## src/hdl/gpme_pkg.sv

```systemverilog
// shared types, codes and fixed-point helpers for the grid moment engine
`timescale 1ns / 1ps
package gpme_pkg;

  // one grid point as it travels from the front to the back
  typedef struct packed {
    logic [31:0] position;
    logic [31:0] density;
    logic        last_point;
    logic        keep;
  } item_t;

  // arithmetic unit operation codes
  localparam logic [1:0] OP_MUL32 = 2'd0;
  localparam logic [1:0] OP_MUL33 = 2'd1;
  localparam logic [1:0] OP_DIV   = 2'd2;
  localparam logic [1:0] OP_SQRT  = 2'd3;

  // request to the arithmetic unit
  typedef struct packed {
    logic        start;
    logic [1:0]  code;
    logic [63:0] a;
    logic [63:0] b;
  } arith_req_t;

  // moment kinds
  localparam logic [2:0] KIND_MEAN     = 3'd1;
  localparam logic [2:0] KIND_VARIANCE = 3'd2;
  localparam logic [2:0] KIND_SKEW     = 3'd3;
  localparam logic [2:0] KIND_KURT     = 3'd4;

  // area floor of 1e-9 in Q32.32, and 3.0 in Q32.32
  localparam logic [63:0] AREA_FLOOR = 64'd4;
  localparam logic [63:0] Q_THREE    = 64'h0000_0003_0000_0000;
  localparam logic [63:0] Q_MAX      = 64'h7FFF_FFFF_FFFF_FFFF;
  localparam logic [63:0] Q_MIN      = 64'h8000_0000_0000_0000;

  // signed Q16.16 position to Q32.32
  function automatic logic [63:0] pos64(input logic [31:0] p);
    pos64 = {{16{p[31]}}, p, 16'h0000};
  endfunction

  // unsigned Q16.16 density to Q32.32
  function automatic logic [63:0] dens64(input logic [31:0] d);
    dens64 = {16'h0000, d, 16'h0000};
  endfunction

  function automatic logic [63:0] sat_add(input logic [63:0] a, input logic [63:0] b);
    logic [64:0] s;
    s = {a[63], a} + {b[63], b};
    if (s[64] != s[63]) sat_add = s[64] ? Q_MIN : Q_MAX;
    else sat_add = s[63:0];
  endfunction

  function automatic logic [63:0] sat_sub(input logic [63:0] a, input logic [63:0] b);
    logic [64:0] s;
    s = {a[63], a} - {b[63], b};
    if (s[64] != s[63]) sat_sub = s[64] ? Q_MIN : Q_MAX;
    else sat_sub = s[63:0];
  endfunction

  function automatic logic [63:0] mag(input logic [63:0] v);
    mag = v[63] ? (64'd0 - v) : v;
  endfunction

  // signed value from sign and magnitude, saturated
  function automatic logic [63:0] from_mag(input logic neg, input logic [63:0] m,
                                           input logic over);
    if (neg) from_mag = (over || m[63]) ? Q_MIN : (64'd0 - m);
    else from_mag = (over || m[63]) ? Q_MAX : m;
  endfunction

endpackage

```

## src/hdl/gpme_front.sv

```systemverilog
// front end: takes grid points and marks those that fit in the store
`timescale 1ns / 1ps
module gpme_front import gpme_pkg::*; #(
  parameter int GRID_POINTS = 256
) (
  input  logic        clk,
  input  logic        rst,
  input  logic        in_valid,
  output logic        in_stall,
  input  logic [31:0] position,
  input  logic [31:0] density,
  input  logic        last_point,
  input  logic        q_full,
  output logic        push,
  output item_t       item
);

  localparam int CW = $clog2(GRID_POINTS + 1);

  logic [CW-1:0] taken;

  // accept when the queue has room
  assign in_stall = q_full;
  assign push     = in_valid && !q_full;

  // classify: points beyond the store size are dropped by the back end
  always_comb begin
    item.position   = position;
    item.density    = density;
    item.last_point = last_point;
    item.keep       = (taken < CW'(GRID_POINTS));
  end

  // count of points taken for the current distribution
  always_ff @(posedge clk) begin
    if (rst) begin
      taken <= '0;
    end else if (push) begin
      if (last_point) taken <= '0;
      else if (item.keep) taken <= taken + CW'(1);
    end
  end

endmodule

```

## config.mk

```make
export PLATFORM = sky130hd
export DESIGN_NAME = gpme_front
export DESIGN_NICKNAME = d
export VERILOG_FILES = /design/src/hdl/gpme_pkg.sv /design/src/hdl/gpme_front.sv
export SDC_FILE = /design/constraint.sdc
export NUM_CORES = 1
export LEC_CHECK = 0
export BUFFER_PORTS_ARGS = -buffer_cell sky130_fd_sc_hd__buf_2
export CAP_MARGIN = 20
export CORE_UTILIZATION = 31
export DETAILED_ROUTE_END_ITERATION = 8
export PLACE_DENSITY = 0.9
export SETUP_SLACK_MARGIN = 0.05
export SLEW_MARGIN = 20
export SYNTH_ARGS = -nofsm -noshare
export SYNTH_HDL_FRONTEND = slang
export SYNTH_SLANG_ARGS = --single-unit
```

## constraint.sdc

```tcl
create_clock -name clk -period 1.65 [get_ports clk]
set_clock_uncertainty 0.05 [all_clocks]
set_input_delay 0.165 -clock clk [delete_from_list [all_inputs] [get_ports clk]]
set_output_delay 0.165 -clock clk [all_outputs]
set_load 0.005 [all_outputs]
```

==> results.py, run 1 <==
metrics = {
    "timing": {
        "worst_slew_pin_slew_ns": 0.391,
        "post-route-period-util_pct": 87.8,
        "fin_setup_tns_ns": 0,
        "slew_viol_final": 0,
        "max_freq_mhz": 690,
        "max_slew_margin_pct": 73.8,
        "rsz0062_at_grt": "false",
        "final-setup-viol-count": 0,
        "hold_viol_final": 0,
        "finalWorstSetupSlack_ns": 0.201,
        "fin_crit_ns": 1.45,
        "hold_ws_ns": 0.0397,
    },
    "synthesis": {
        "yosys_register_bits": 9,
        "yosysUniqueCellTypes": 17,
        "syn-mean-instance-area_um2": 7.99,
        "syn_area_um2": 982,
        "yosysWarnings": 0,
        "synth_nets": 193,
        "synthTopCellsByArea": "buf_4 (51%), dfxtp_1 (18%), or4_1 (3.8%)",
        "yosysTopAreaCellShare_pct": 51.2,
        "syn_inst": 123,
        "yosys.area.top_type": "buf_4",
        "ys_seq_area_share_pct": 18.3,
    },
    "layout": {
        "num_antenna_cells": 0,
        "reg.largest.list": "taken: 9 flops",
        "drive_gt1_share_pct": 19.4,
        "fillers": 342,
        "layout_commonest_cell": "dfxtp_1",
        "seq_area_um2": 180,
        "final_util_pct": 19.5,
        "largest_register_ffs": 9,
        "flow.area_growth_from_synthesis_pct": -40.0,
        "multi_input_area_um2": 262,
        "final_nets": 138,
        "largest_register": "taken",
        "most-common-layout-cells": "dfxtp_1 (9), buf_2 (8), inv_1 (7), nand3_1 (7), a21oi_1 (6)",
    },
    "critical_path": {
        "required_ns": 1.81,
        "crit_buf_inv": 0,
        "path_class": "flip-flop to flip-flop",
        "worstPathCellList": "ha_1, nand3_1, or4_1, a21oi_1",
        "slowest_delay_ns": 0.48,
        "arrival_ns": 1.61,
        "cp_top_family": "simple AND/OR/NAND/NOR gates",
        "cp-start-kind": "flip-flop",
        "cp-end-kind": "flip-flop",
        "critical_path.max_fanout": 5,
        "crit_slowest_cell": "or4_1",
    },
    "power_and_ir_drop": {
        "peakVddDrop_uv": 151,
        "p_total_w": 0.000434,
        "cellLeakagePower_nw": 0.195,
        "power_per_cell_area_nw_per_um2": 736,
    },
    "routing": {
        "top_layer": "met4",
        "routed_wl_um": 1460,
        "wl_met1_um": 499,
        "drc": 0,
        "ant_nets": 0,
        "wl_per_cell_um": 13.1,
        "dr.pass1.iters": 4,
        "met2WireLength_um": 683,
        "vias_per_cell": 4.66,
        "drt_first_iter_violations": 11,
        "vias": 517,
        "wl_met3_um": 199,
    },
    "cts": {
        "cts.repair.resized": 0,
        "path_clk_slew_ns": 0.07,
        "postCtsSetupRepairBufs": 0,
        "cts_buffers": 3,
        "clock_latency_ns": 0.27,
        "cts_tree": "built",
        "cts_root_buf": "clkbuf_4",
        "clock-sinks": 9,
        "cts_max_level": 1,
        "postCtsHoldBufs": 0,
        "clockBufferDepth": 2,
    },
    "placed_design": {
        "io_buffers": 8,
        "post-place-ws_ns": 0.220,
        "routabilityCongestion": 0.741,
        "dpl.hpwl_um": 1110,
    },
    "run_status": {
        "status": "complete, no violations",
    },
    "floorplan": {
        "dieArea_um2": 3400,
        "dieWidth_um": 58.3,
        "start_util_pct": 32.4,
        "fp.dieH_um": 58.3,
        "design.core.area_um2": 3030,
        "num_rows": 20,
        "pin_count": 137,
    },
    "job": {
        "cap_violations": 0,
    },
    "global_routing": {
        "antenna_found_initial": 0,
        "grt_pass1_wl_um": 2150,
        "grt_overflow": 0,
        "globalRouteTotalUtil_pct": 8.52,
        "grt_max_degree": 15,
        "first_global_vias": 472,
    },
    "min_path": {
        "hp-class": "input port to flip-flop",
    },
}
-- kinds of logic (layout without fill, tap and decap cells) --
family | Yosys count | in the layout | synth area share [%]
flops | 9 | 9 | 18.3
mux | 3 | 3 | 3.06
simple gates | 24 | 24 | 15.9
fa+ha+maj | 1 | 1 | 1.27
compound gates | 11 | 11 | 6.37
buf+inv | 75 | 19 | 55.0
-- where the power goes --
part           switching (W)  internal (W)  leakage, nW
combinational      0.0000204     0.0000127        0.108
sequential        0.00000157      0.000219       0.0726
clock              0.0000868     0.0000937       0.0150
total               0.000109      0.000325        0.195
-- layer usage --
metal,track usage (%),vias to the layer above
li1,-,230
met1,7.86,220
met2,12.3,52
met3,6.15,15
met4,7.82,0
met5,0,-
-- per-stage QoR --
stage               cells  area, um2
global placement      107        563
global route          111        589
finish                111        589
CTS                   111        589
floorplan             123        982
detailed placement    107        563
-- worst paths after layout --
path,start,endpoint,slack (ns),cells past startpoint
worst max-delay path,taken[0],taken[8],0.20,4
worst min-delay path,rst,taken[1],0.04,2
worst max register to register,taken[0],taken[8],0.20,4
worst min register to register,taken[7],taken[7],0.44,2
-- cells in the mapped netlist --
cell type and n:
buf_4 67, dfxtp_1 9, inv_1 7, nand3_1 7, a21oi_1 6, or4_1 5, mux2i_1 3, nand3b_1 3
nor4_1 3, o31ai_1 3, nand2_1 2, nand4_1 2, o21ai_0 2, buf_6 1, ha_1 1, nand2b_4 1
nor2b_2 1
-- final cells by class --
| class | count | area share (%) |
|---|---|---|
| clock buffer | 4 | 4.46 |
| inverter | 7 | 4.46 |
| multi-input combinational | 39 | 44.4 |
| timing repair buffer | 8 | 6.79 |
| tap | 44 | 9.34 |
| sequential | 9 | 30.6 |
Note: power is estimated with default switching activity, not from simulation.
==> run 2: changes to the inputs <==
- CELL_PAD_IN_SITES_DETAIL_PLACEMENT: default -> 1
- CELL_PAD_IN_SITES_GLOBAL_PLACEMENT: default -> 1
- CORE_MARGIN: default -> 10
- CORE_UTILIZATION: 31 -> 18
- PLACE_DENSITY: 0.9 -> 0.87
==> run 2 against run 1 <==
Sequential share of layout area down 2.4 points. Die area rose to 2.6 times the previous value. Register-to-register slack worse by 0.03 ns. Final cell count up 23%. Combinational power about the same. Clock power up 44%. Global-route usage down 5.2 points. Fmax down 2.1%. Count of clock-buffer cells in the layout unchanged. Via count down 5.6%. Setup slack worse by 0.031 ns. First-iteration DRC count down 9.1%. Critical path type unchanged. Critical endpoint unchanged. Largest power group is now the clock network.
==> results.py, run 2 (synthesis gave the netlist of run 1 again) <==
metrics = {
    "layout": {
        "final_nets": 138,
        "fillers": 648,
        "drive_gt1_share_pct": 19.4,
        "layout_commonest_cell": "dfxtp_1",
        "largest_register": "taken",
        "flow.area_growth_from_synthesis_pct": -34.8,
        "num_antenna_cells": 0,
        "most-common-layout-cells": "dfxtp_1 (9), buf_2 (8), inv_1 (7), nand3_1 (7), a21oi_1 (6)",
        "largest_register_ffs": 9,
        "reg.largest.list": "taken: 9 flops",
    },
    "global_routing": {
        "first_global_vias": 499,
        "grt_overflow": 0,
        "globalRouteTotalUtil_pct": 3.31,
        "antenna_found_initial": 0,
        "grt_max_degree": 15,
        "grt_pass1_wl_um": 2350,
    },
    "critical_path": {
        "critical_path.max_fanout": 5,
        "arrival_ns": 1.60,
        "crit_slowest_cell": "or4_1",
        "worstPathCellList": "ha_1, nand3_1, or4_1, a21oi_1",
        "cp-start-kind": "flip-flop",
        "cp-end-kind": "flip-flop",
        "slowest_delay_ns": 0.50,
        "required_ns": 1.77,
        "path_class": "flip-flop to flip-flop",
    },
    "floorplan": {
        "fp.dieH_um": 93.9,
        "start_util_pct": 18.9,
        "dieWidth_um": 93.9,
        "design.core.area_um2": 5200,
        "num_rows": 26,
        "pin_count": 137,
        "dieArea_um2": 8810,
    },
    "timing": {
        "final-setup-viol-count": 0,
        "max_slew_margin_pct": 74.6,
        "slew_viol_final": 0,
        "fin_setup_tns_ns": 0,
        "worst_slew_pin_slew_ns": 0.380,
        "fin_crit_ns": 1.48,
        "hold_viol_final": 0,
        "max_freq_mhz": 675,
        "hold_ws_ns": 0.0724,
        "finalWorstSetupSlack_ns": 0.170,
        "rsz0062_at_grt": "false",
        "post-route-period-util_pct": 89.7,
    },
    "cts": {
        "cts_buffers": 3,
        "cts.repair.resized": 0,
        "clock_latency_ns": 0.23,
        "cts_max_level": 1,
        "postCtsSetupRepairBufs": 0,
        "clock-sinks": 9,
        "postCtsHoldBufs": 0,
        "cts_root_buf": "clkbuf_8",
        "path_clk_slew_ns": 0.05,
        "cts_tree": "built",
        "clockBufferDepth": 2,
    },
    "routing": {
        "vias_per_cell": 3.56,
        "drt_first_iter_violations": 10,
        "wl_per_cell_um": 10.7,
        "routed_wl_um": 1470,
        "drc": 0,
        "dr.pass1.iters": 3,
        "ant_nets": 0,
        "vias": 488,
    },
    "placed_design": {
        "post-place-ws_ns": 0.159,
        "io_buffers": 8,
        "routabilityCongestion": 0.738,
        "dpl.hpwl_um": 1150,
    },
    "job": {
        "cap_violations": 0,
    },
    "run_status": {
        "status": "complete, no violations",
    },
    "power_and_ir_drop": {
        "power_per_cell_area_nw_per_um2": 804,
        "cellLeakagePower_nw": 0.203,
        "peakVddDrop_uv": 477,
    },
    "min_path": {
        "hp-class": "input port to flip-flop",
    },
}
==> run 2: cell counts in the layout (fill, tap and decap cells not counted) <==
Identical to the previous run, type by type.
==> run 2: layer usage <==
layer / up-vias / track usage, % / wire length, um
met4: 0 / 3.16 / 80
met5: - / 0 / 0
met2: 11 / 4.38 / 610
met3: 18 / 2.48 / 188
li1: 230 / - / -
met1: 229 / 3.23 / 588
==> run 2: worst max-delay path: cells and delay by family, from the launching register on <==
| family | cells | cell delay, ns |
|---|---|---|
| adders and majority gates | 1 | 0.20 |
| and+or+nand+nor | 2 | 0.64 |
| AOI/OAI and AO/OA | 1 | 0.14 |
| DFF | 1 | 0.38 |
==> run 2: cell type report <==
class,instances,area (um2),area share [%]
Inverter,7,26.3,4.10
Tap cell,70,87.6,13.7
Multi-Input combinational cell,39,262,40.8
Clock buffer,4,45.0,7.03
Timing Repair Buffer,8,40.0,6.25
Sequential cell,9,180,28.1
==> run 2: power breakdown <==
part / switching (W) / internal, W
Clock: 0.0000923 / 0.000169
Sequential: 0.00000147 / 0.000219
Combinational: 0.0000206 / 0.0000127
==> run 2: final timing paths <==
kind	to	from	slack, ns	cells after the start
worst max-delay path	taken[8]	taken[0]	0.17	4
worst min-delay path	taken[1]	rst	0.07	2
worst max register to register	taken[8]	taken[0]	0.17	4
worst min register to register	taken[7]	taken[7]	0.42	2
==> run 2: stage by stage <==
stage	util, %	cells	total power [W]	area, um2
floorplan	-	123	0.000373	982
global placement	11.4	133	0.000258	596
detailed placement	11.4	133	0.000259	596
CTS	12.3	137	0.000524	641
global route	12.3	137	0.000541	641
finish	12.3	137	0.000515	641
