[src/hdl/gpme_pkg.sv]
// shared types, codes and fixed-point helpers for the grid moment engine
`timescale 1ns / 1ps
package gpme_pkg;

  // one grid point as it travels from the front to the back
  typedef struct packed {
    logic [31:0] position;
    logic [31:0] density;
    logic        last_point;
    logic        keep;
  } item_t;

  // arithmetic unit operation codes
  localparam logic [1:0] OP_MUL32 = 2'd0;
  localparam logic [1:0] OP_MUL33 = 2'd1;
  localparam logic [1:0] OP_DIV   = 2'd2;
  localparam logic [1:0] OP_SQRT  = 2'd3;

  // request to the arithmetic unit
  typedef struct packed {
    logic        start;
    logic [1:0]  code;
    logic [63:0] a;
    logic [63:0] b;
  } arith_req_t;

  // moment kinds
  localparam logic [2:0] KIND_MEAN     = 3'd1;
  localparam logic [2:0] KIND_VARIANCE = 3'd2;
  localparam logic [2:0] KIND_SKEW     = 3'd3;
  localparam logic [2:0] KIND_KURT     = 3'd4;

  // area floor of 1e-9 in Q32.32, and 3.0 in Q32.32
  localparam logic [63:0] AREA_FLOOR = 64'd4;
  localparam logic [63:0] Q_THREE    = 64'h0000_0003_0000_0000;
  localparam logic [63:0] Q_MAX      = 64'h7FFF_FFFF_FFFF_FFFF;
  localparam logic [63:0] Q_MIN      = 64'h8000_0000_0000_0000;

  // signed Q16.16 position to Q32.32
  function automatic logic [63:0] pos64(input logic [31:0] p);
    pos64 = {{16{p[31]}}, p, 16'h0000};
  endfunction

  // unsigned Q16.16 density to Q32.32
  function automatic logic [63:0] dens64(input logic [31:0] d);
    dens64 = {16'h0000, d, 16'h0000};
  endfunction

  function automatic logic [63:0] sat_add(input logic [63:0] a, input logic [63:0] b);
    logic [64:0] s;
    s = {a[63], a} + {b[63], b};
    if (s[64] != s[63]) sat_add = s[64] ? Q_MIN : Q_MAX;
    else sat_add = s[63:0];
  endfunction

  function automatic logic [63:0] sat_sub(input logic [63:0] a, input logic [63:0] b);
    logic [64:0] s;
    s = {a[63], a} - {b[63], b};
    if (s[64] != s[63]) sat_sub = s[64] ? Q_MIN : Q_MAX;
    else sat_sub = s[63:0];
  endfunction

  function automatic logic [63:0] mag(input logic [63:0] v);
    mag = v[63] ? (64'd0 - v) : v;
  endfunction

  // signed value from sign and magnitude, saturated
  function automatic logic [63:0] from_mag(input logic neg, input logic [63:0] m,
                                           input logic over);
    if (neg) from_mag = (over || m[63]) ? Q_MIN : (64'd0 - m);
    else from_mag = (over || m[63]) ? Q_MAX : m;
  endfunction

endpackage

[src/hdl/gpme_queue.sv]
// two-entry queue between front and back
`timescale 1ns / 1ps
module gpme_queue import gpme_pkg::*; (
  input  logic  clk,
  input  logic  rst,
  input  logic  push,
  input  item_t push_item,
  output logic  full,
  input  logic  pop,
  output logic  q_valid,
  output item_t q_item
);

  item_t      entry [2];
  logic       wr_ptr;
  logic       rd_ptr;
  logic [1:0] fill;

  assign full    = (fill == 2'd2);
  assign q_valid = (fill != 2'd0);
  assign q_item  = entry[rd_ptr];

  // storage
  always_ff @(posedge clk) begin
    if (push) entry[wr_ptr] <= push_item;
  end

  // pointers and fill level
  always_ff @(posedge clk) begin
    if (rst) begin
      wr_ptr <= 1'b0;
      rd_ptr <= 1'b0;
      fill   <= 2'd0;
    end else begin
      if (push) wr_ptr <= !wr_ptr;
      if (pop) rd_ptr <= !rd_ptr;
      if (push && !pop) fill <= fill + 2'd1;
      else if (pop && !push) fill <= fill - 2'd1;
    end
  end

endmodule

[config.mk]
export PLATFORM = sky130hd
export DESIGN_NAME = gpme_queue
export DESIGN_NICKNAME = d
export VERILOG_FILES = /design/src/hdl/gpme_pkg.sv /design/src/hdl/gpme_queue.sv
export SDC_FILE = /design/constraint.sdc
export NUM_CORES = 1
export LEC_CHECK = 0
export BUFFER_PORTS_ARGS = -buffer_cell sky130_fd_sc_hd__buf_2
export CAP_MARGIN = 10
export CELL_PAD_IN_SITES_DETAIL_PLACEMENT = 0
export CELL_PAD_IN_SITES_GLOBAL_PLACEMENT = 1
export CORE_ASPECT_RATIO = 0.6
export CORE_MARGIN = 2
export CORE_UTILIZATION = 39
export CTS_CLUSTER_SIZE = 24
export DETAILED_ROUTE_END_ITERATION = 10
export HOLD_SLACK_MARGIN = 0.02
export PLACE_DENSITY_LB_ADDON = 0.1
export SLEW_MARGIN = 10
export SYNTH_ARGS = -nofsm -noshare
export SYNTH_HDL_FRONTEND = slang
export SYNTH_SLANG_ARGS = --single-unit
[constraint.sdc]
create_clock -name clk -period 3.6 [get_ports clk]
set_input_delay 0.18 -clock clk [delete_from_list [all_inputs] [get_ports clk]]
set_output_delay 0.18 -clock clk [all_outputs]
set_load 0.05 [all_outputs]
==> impl_metrics.toml, run 1 <==
[cts]
clockRootBuffer = "clkbuf_16"
clkSinkCount = 137
cts_tree = "done"
clk_latency_ps = 410
htreeDepth = 4
numCtsBuffers = 17
clk_pin_slew_ps = 60
clockBufferDepth = 2
post_cts_buffers = 0

[route]
dr_total_vias = 2786
ant_nets = 0
drt-total-wl_um = 9700
via_per_inst = 4.46
drt_first_pass_iters = 4
drc_errors = 0
drtIter0Drc = 99
post_drt_wl_per_cell_um = 15.5

[min_path]
hold_path.class = "in2reg"

[run]
drv_cap = 0

[cells_and_area]
layout.cells.most_common = "buf_2"
layout.nets = 518
fin_cells = 625
layout_common_cells = "buf_2, edfxtp_1, dlygate4sd3_1"
synthToLayoutAreaGrowth_pct = 43.0
antennaDiodeCount = 0
postLayoutCoreUtil = 0.581
drive_gt1_frac = 0.528

[grt]
gr-usage-all-layers = 0.147
overflow = 0
grt_pass1_wl_um = 14700
grt_pass1_vias = 2933
grt_antenna_before_repair = 0
grt_max_degree = 36

[synthesis]
synth.net_count = 298
yosysUniqueCellTypes = 17
synthesis.area_um2 = 4980
synth_top_area_cell = "edfxtp_1"
ys_ff_latch = 137
synth_area_leaders = "edfxtp_1, mux2_2, dfxtp_1"
syn_inst = 227
yosys_warnings = 0
yosysTopAreaCellShare = 0.795
yosysSeqAreaShare = 0.815
syn_area_per_cell_um2 = 22.0

[pwr]
p_leak_nw = 2.70
total_power_mw = 4.26
swShare = 0.269
p_comb_frac = 0.164
seqPwrFrac = 0.445
clockPowerShare = 0.391
power_density_nw_per_um2 = 598
intPower_mw = 3.11
power_switching_mw = 1.15
ir_drop_mv = 0.320

[place]
placed_cells = 526
gp_congestion = 0.701
numPortBuffers = 137
dp_hpwl_um = 5760

[die]
core_um2 = 12300
initial_core_util = 0.407
ios = 138
die_w_um = 150
num_rows = 31
dieArea_um2 = 13700
die_y_um = 91.6

[setup_path]
crit_fanout = 35
r2r_setup_slack_ps = 1770
start_kind = "flip-flop"
arrival_ps = 2190
crit_required_ps = 3420
path_class = "reg2out"
critPathCaptureType = "output pin"

[timing]
relSlewSlack = 0.386
clock_skew_ps = 7.72
hold_violations = 0
fin_crit_sh = 0.659
finalMaxSlewViolations = 0
setup_viol = 0
layout_min_cycle_time_ps = 2370
clock.fmax_mhz = 422
tightest_slew_ps = 922
rsz0062_at_grt = "false"
finalSetupTns_ps = 0

[outcome]
status = "completed"
[registers in the layout (all words and copies together), names as in the netlist, named ones only]
signal  cells
wr_ptr      1
entry     132
fill        2
rd_ptr      1
[area by class of cell]
cell class,count,area [µm²]
inverters,1,3.75
multi-input cells,82,858
fillers,979,5130
flip-flops and latches,137,4070
clock inverters,14,150
repair buffers,208,1410
well taps,165,206
clock buffers,18,429
[layer usage]
layer / vias up / global-route usage / part of all wire
met3: 11 / 0.0513 / 0.064
met5: - / 0 / 0
met2: 101 / 0.221 / 0.45
met4: 0 / 0.0613 / 0.011
met1: 1338 / 0.193 / 0.48
li1: 1336 / - / -
[critical path, stage by stage, from the launching register on]
cell and delay (ps):
dfxtp_2 850, buf_12 300, mux2_2 380, buf_2 220
[repair_timing]
item / in CTS / in global routing
hold buffers: 67 / 0
gates resized for setup: 0 / 0
endpoints found under the hold margin: 137 / 0
[synthesized netlist by cell type]
cell and n:
o21ai_0 1, and2_1 1, mux2_2 66, buf_6 5, buf_2 2, inv_1 1
nor2_1 4, a21oi_1 1, xnor2_1 2, and2b_2 1, or2_2 1, or3_1 1
dfxtp_1 5, nor2b_1 1, ha_1 1, xor2_1 2, edfxtp_1 132
[power groups by stage]
stage	clock (mW)	combinational (mW)	sequential, mW
2_1_floorplan	0	0.494	1.91
3_3_place_gp	0	0.641	1.93
3_5_place_dp	0	0.645	1.93
4_1_cts	1.71	0.704	1.90
5_1_grt	1.77	0.735	1.91
6_report	1.67	0.697	1.90
[path summary, 6_finish.rpt]
| path | start | endpoint | cells past startpoint |
|---|---|---|---|
| setup reg to reg | wr_ptr | entry[1][43] | 2 |
| hold reg to reg | fill[1] | fill[1] | 2 |
| setup / recovery | flip-flop | q_item[32] | 3 |
| hold / removal | pop | rd_ptr | 3 |
[through the flow]
| stage | setup WS [ps] | instance area (µm²) | hold slack [ps] |
|---|---|---|---|
| CTS | 1160 | 7120 | 41.7 |
| detailed placement | 1610 | 5870 | 371 |
| global placement | 1610 | 5870 | 367 |
| floorplan | 1120 | 4990 | 249 |
| global route | 1100 | 7120 | 89.6 |
| finish | 1230 | 7120 | 58.6 |
[logic make-up after synthesis]
family          after synthesis  synth area share
compound gates                2           0.00201
buf+inv                       8            0.0141
mux                          66             0.149
fa+ha+maj                     1           0.00251
simple gates                  9           0.00979
flops                       137             0.815
xor+xnor                      4           0.00703
No activity file was read; power rests on OpenSTA's default activity.
==> run 2: changes to the inputs <==
Settings changed: ABC_AREA from default to 1, CORE_UTILIZATION 39 to 44.
Clock period 3.6 ns to 2.48 ns, I/O delays scaled along.
==> impl_metrics.toml, run 2 <==
[route]
via_per_inst = 4.45
ant_nets = 0
drtIter0Drc = 103
drc_errors = 0
drt_first_pass_iters = 4
dr_total_vias = 2823
post_drt_wl_per_cell_um = 14.9
drt-total-wl_um = 9430

[pwr]
p_leak_nw = 2.95
power_density_nw_per_um2 = 868
ir_drop_mv = 0.566

[cells_and_area]
top_regs = "entry (132), fill (2)"
fin_cells = 635
synthToLayoutAreaGrowth_pct = 43.7
layout_common_cells = "buf_2, edfxtp_1, dlygate4sd3_1"
layout.nets = 533
largest_reg_flops = 132
drive_gt1_frac = 0.507
top_register = "entry"
layout.cells.most_common = "buf_2"
antennaDiodeCount = 0

[cts]
clk_pin_slew_ps = 50
post_cts_resized = 0
clkSinkCount = 137
htreeDepth = 4
numCtsBuffers = 17
post_cts_buffers = 0
clk_latency_ps = 400
clockBufferDepth = 2
cts_tree = "done"
clockRootBuffer = "clkbuf_16"

[synthesis]
yosys_warnings = 0
yosysSeqAreaShare = 0.789
yosysUniqueCellTypes = 16
yosysTopAreaCellShare = 0.770
synth_area_leaders = "edfxtp_1, mux2_4, mux2_2"
async_flop_share = 0
syn_inst = 238
synthesis.area_um2 = 5150
ys_ff_latch = 137
synthTopCellsByCount = "edfxtp_1, mux2_4, mux2_2"
synth.net_count = 309
syn_area_per_cell_um2 = 21.6
synth_ff_type = "edfxtp_1"
yosysMostFrequentCell = "edfxtp_1"
synth_enable_flop_cells = 132
synth_top_area_cell = "edfxtp_1"

[timing]
clock_skew_ps = 5.41
rsz0062_at_grt = "false"
tightest_slew_ps = 620
setup_viol = 0
fin_crit_sh = 0.764
layout_min_cycle_time_ps = 1890
finalSetupTns_ps = 0
hold_violations = 0
relSlewSlack = 0.586
finalMaxSlewViolations = 0
timing.hold.ws_ps = 94.4
fin_ws_ps = 585
clock.fmax_mhz = 528

[grt]
grt_max_degree = 41
overflow = 0
use_met1 = 0.210
gr-usage-all-layers = 0.154
met3_usage = 0.0530
use_met2 = 0.237
grt_antenna_before_repair = 0
busiest_layer = "met2"
grt_pass1_vias = 2870
grt_pass1_wl_um = 14200

[place]
dp_hpwl_um = 5950
placed_cells = 534
post-place-ws_ps = 941
gp_congestion = 0.701
numPortBuffers = 137

[outcome]
status = "completed"

[setup_path]
critPathCaptureType = "output pin"
arrival_ps = 1770
crit_path_top_delay_cell = "buf_4"
cp_cell_sequence = "buf_4 > mux2_2 > buf_2"
path_class = "reg2out"
critPathMaxStageDelay_ps = 400
crit_required_ps = 2360
crit_fanout = 26
start_kind = "flip-flop"

[die]
core_um2 = 11300
die_y_um = 87.8
die_w_um = 144
num_rows = 30
dieArea_um2 = 12600
initial_core_util = 0.454
ios = 138

[min_path]
hold_path.class = "in2reg"

[run]
drv_cap = 0
[run 2: changes by cell type in the layout (fill, tap and decap cells not counted), moves of 2 or more]
cell           change
buf_12             +2
clkbuf_1           +2
nand2_1            +6
dlygate4sd3_1      +2
xor2_1             -2
mux2_4            +40
mux2_2            -40
clkinvlp_4         -5
bufinv_16          +3
inv_1              +7
[run 2: layer usage]
layer,up-vias,wire [µm],share of wire
li1,1373,-,-
met1,1353,4510,0.48
met2,89,4300,0.46
met3,8,534,0.057
met4,0,88,0.0093
met5,-,0,0
[run 2: logic make-up (layout without fill, tap and decap cells)]
group | after synthesis | after routing | synth area share
muxes | 66 | 66 | 0.173
AOI/OAI and AO/OA | 2 | 2 | 0.00194
adders and majority gates | 1 | 1 | 0.00243
xor gates and xnor gates | 1 | 1 | 0.00170
buffers and inverters | 16 | 253 | 0.0194
and+or+nand+nor | 15 | 15 | 0.0119
DFF | 137 | 137 | 0.789
[run 2: path summary, 6_finish.rpt]
kind                        to  slack [ps]  cells past startpoint      start
setup / recovery    q_item[13]         590                      3  flip-flop
hold / removal       flip-flop          90                      3        pop
setup reg to reg  entry[1][60]         980                      3     wr_ptr
hold reg to reg        fill[1]         540                      3    fill[1]
[run 2: where the power goes]
part | leakage, nW | switching (mW) | total [mW] | internal, mW
clock | 0.308 | 0.903 | 2.69 | 1.79
sequential | 1.28 | 0.0304 | 2.71 | 2.68
combinational | 1.36 | 0.660 | 1.03 | 0.370
[run 2: critical path: cells and delay by family (launching register included)]
family | cells | cell delay (ps)
buffers and inverters | 2 | 610
flip-flops | 1 | 350
multiplexers | 1 | 400
[run 2: layout make-up]
cell class	count	area, µm²
multi-input cells	85	993
clock buffers	20	437
well taps	160	200
flip-flops and latches	137	4070
repair buffers	212	1470
fillers	813	3930
clock inverters	12	199
inverters	9	33.8
[run 2: through the flow]
stage,instance area (µm²),power [mW],util
6_report,7400,6.43,0.653
5_1_grt,7400,6.66,0.653
4_1_cts,7400,6.49,0.653
3_5_place_dp,6080,3.71,0.536
3_3_place_gp,6080,3.70,0.536
2_1_floorplan,5150,3.48,-
[run 2: repair_timing]
| action | 4_1_cts | 5_1_grt |
|---|---|---|
| hold endpoints to repair | 135 | 0 |
| endpoints found under the setup margin | 0 | 0 |
| hold buffers | 69 | 0 |
==> run 3: changes to the inputs <==
Settings changed: ABC_AREA 1 to 0, CORE_UTILIZATION 44 to 43.
Clock period 2.48 ns to 1.8 ns, I/O delays scaled along.
==> impl_metrics.toml, run 3 (same netlist as run 1, synthesis figures left out) <==
[cells_and_area]
drive_gt1_frac = 0.522
layout.nets = 522
postLayoutCoreUtil = 0.638
top_register = "entry"
antennaDiodeCount = 0
layout_common_cells = "buf_2, edfxtp_1, dlygate4sd3_1"
final_area_um2 = 7210
largest_reg_flops = 132
synthToLayoutAreaGrowth_pct = 44.7
top_regs = "entry (132), fill (2)"
layout.cells.most_common = "buf_2"

[die]
initial_core_util = 0.441
core_um2 = 11300
num_rows = 30
die_w_um = 143
ios = 138
die_y_um = 87.4
dieArea_um2 = 12500

[place]
dp_hpwl_um = 5580
place_area_um2 = 5910
gp_congestion = 0.715
numPortBuffers = 137
post-place-ws_ps = 421

[timing]
hold_violations = 0
clock_skew_ps = 4.74
fin_ws_ps = 68.0
rsz0062_at_grt = "false"
clock.fmax_mhz = 577
finalMaxSlewViolations = 0
layout_min_cycle_time_ps = 1730
fin_crit_sh = 0.962
timing.hold.ws_ps = 175
finalSetupTns_ps = 0
tightest_slew_ps = 437
relSlewSlack = 0.708
setup_viol = 0

[route]
dr_total_vias = 2828
ant_nets = 0
post_drt_wl_per_cell_um = 15.0
drc_errors = 0
drtIter0Drc = 112
drt-total-wl_um = 9390
via_per_inst = 4.53
drt_first_pass_iters = 4

[cts]
clockBufferDepth = 2
clkSinkCount = 137
clk_latency_ps = 400
htreeDepth = 4
clk_pin_slew_ps = 50
cts_tree = "done"
post_cts_buffers = 0
clockRootBuffer = "clkbuf_16"
numCtsBuffers = 17

[grt]
grt_pass1_vias = 2886
grt_antenna_before_repair = 0
gr-usage-all-layers = 0.156
grt_pass1_wl_um = 14300
overflow = 0
grt_max_degree = 44

[outcome]
status = "completed"

[pwr]
power_density_nw_per_um2 = 1210
ir_drop_mv = 0.785
p_leak_nw = 2.76

[setup_path]
arrival_ps = 1640
critPathCaptureType = "output pin"
path_class = "reg2out"
crit_required_ps = 1710
crit_fanout = 43
start_kind = "flip-flop"

[run]
drv_cap = 0

[min_path]
hold_path.class = "in2reg"
-- run 3: changes by cell type in the layout (fill, tap and decap cells not counted), sizes merged, moves of 2 or more --
cell    previous run  this run
inv               10         2
nand2              6         0
clkinv             5         7
nor2               6         4
xor2               0         2
-- run 3: worst paths after layout --
kind                                 from           end  slack (ps)  depth (start not counted)
worst max-delay path            flip-flop    q_item[14]          70                          3
worst min-delay path                 push       fill[0]         170                          4
worst max register to register     wr_ptr  entry[1][44]         450                          2
worst min register to register    fill[1]       fill[1]         500                          2
-- run 3: final cells by class --
type,instances,area (µm²)
fill,824,4090
inverter,1,3.75
tap,160,200
timing repair buffer,212,1480
sequential,137,4070
clock inverter,13,176
clock buffer,19,433
multi-input combinational,82,858
-- run 3: worst max-delay path: stages, from the launching register on --
cell and delay, ps:
dfxtp_2 360, buf_12 250, mux2_2 390, buf_2 220
-- run 3: through the flow --
stage / power [mW] / std cells
floorplan: 4.81 / 227
global placement: 5.15 / 523
detailed placement: 5.16 / 523
CTS: 8.85 / 624
global route: 9.07 / 624
finish: 8.75 / 624
-- run 3: timing repair --
| item | 4_1_cts | 5_1_grt |
|---|---|---|
| endpoints found under the setup margin | 5 | 0 |
| hold buffers | 69 | 0 |
| hold endpoints to repair | 137 | 0 |
| gates resized for setup | 1 | 0 |
-- run 3: layer usage --
layer  vias to the layer above  track usage  wire length (µm)
met1                      1386        0.201              4390
li1                       1348            -                 -
met5                         -            0                 0
met2                        88        0.245              4430
met3                         6       0.0577               495
met4                         0       0.0558                69
-- run 3: power breakdown --
group / internal (mW) / total [mW] / leakage [nW] / switching (mW)
Clock: 2.31 / 3.55 / 0.296 / 1.24
Sequential: 3.72 / 3.77 / 1.28 / 0.0481
Combinational: 0.482 / 1.43 / 1.18 / 0.951
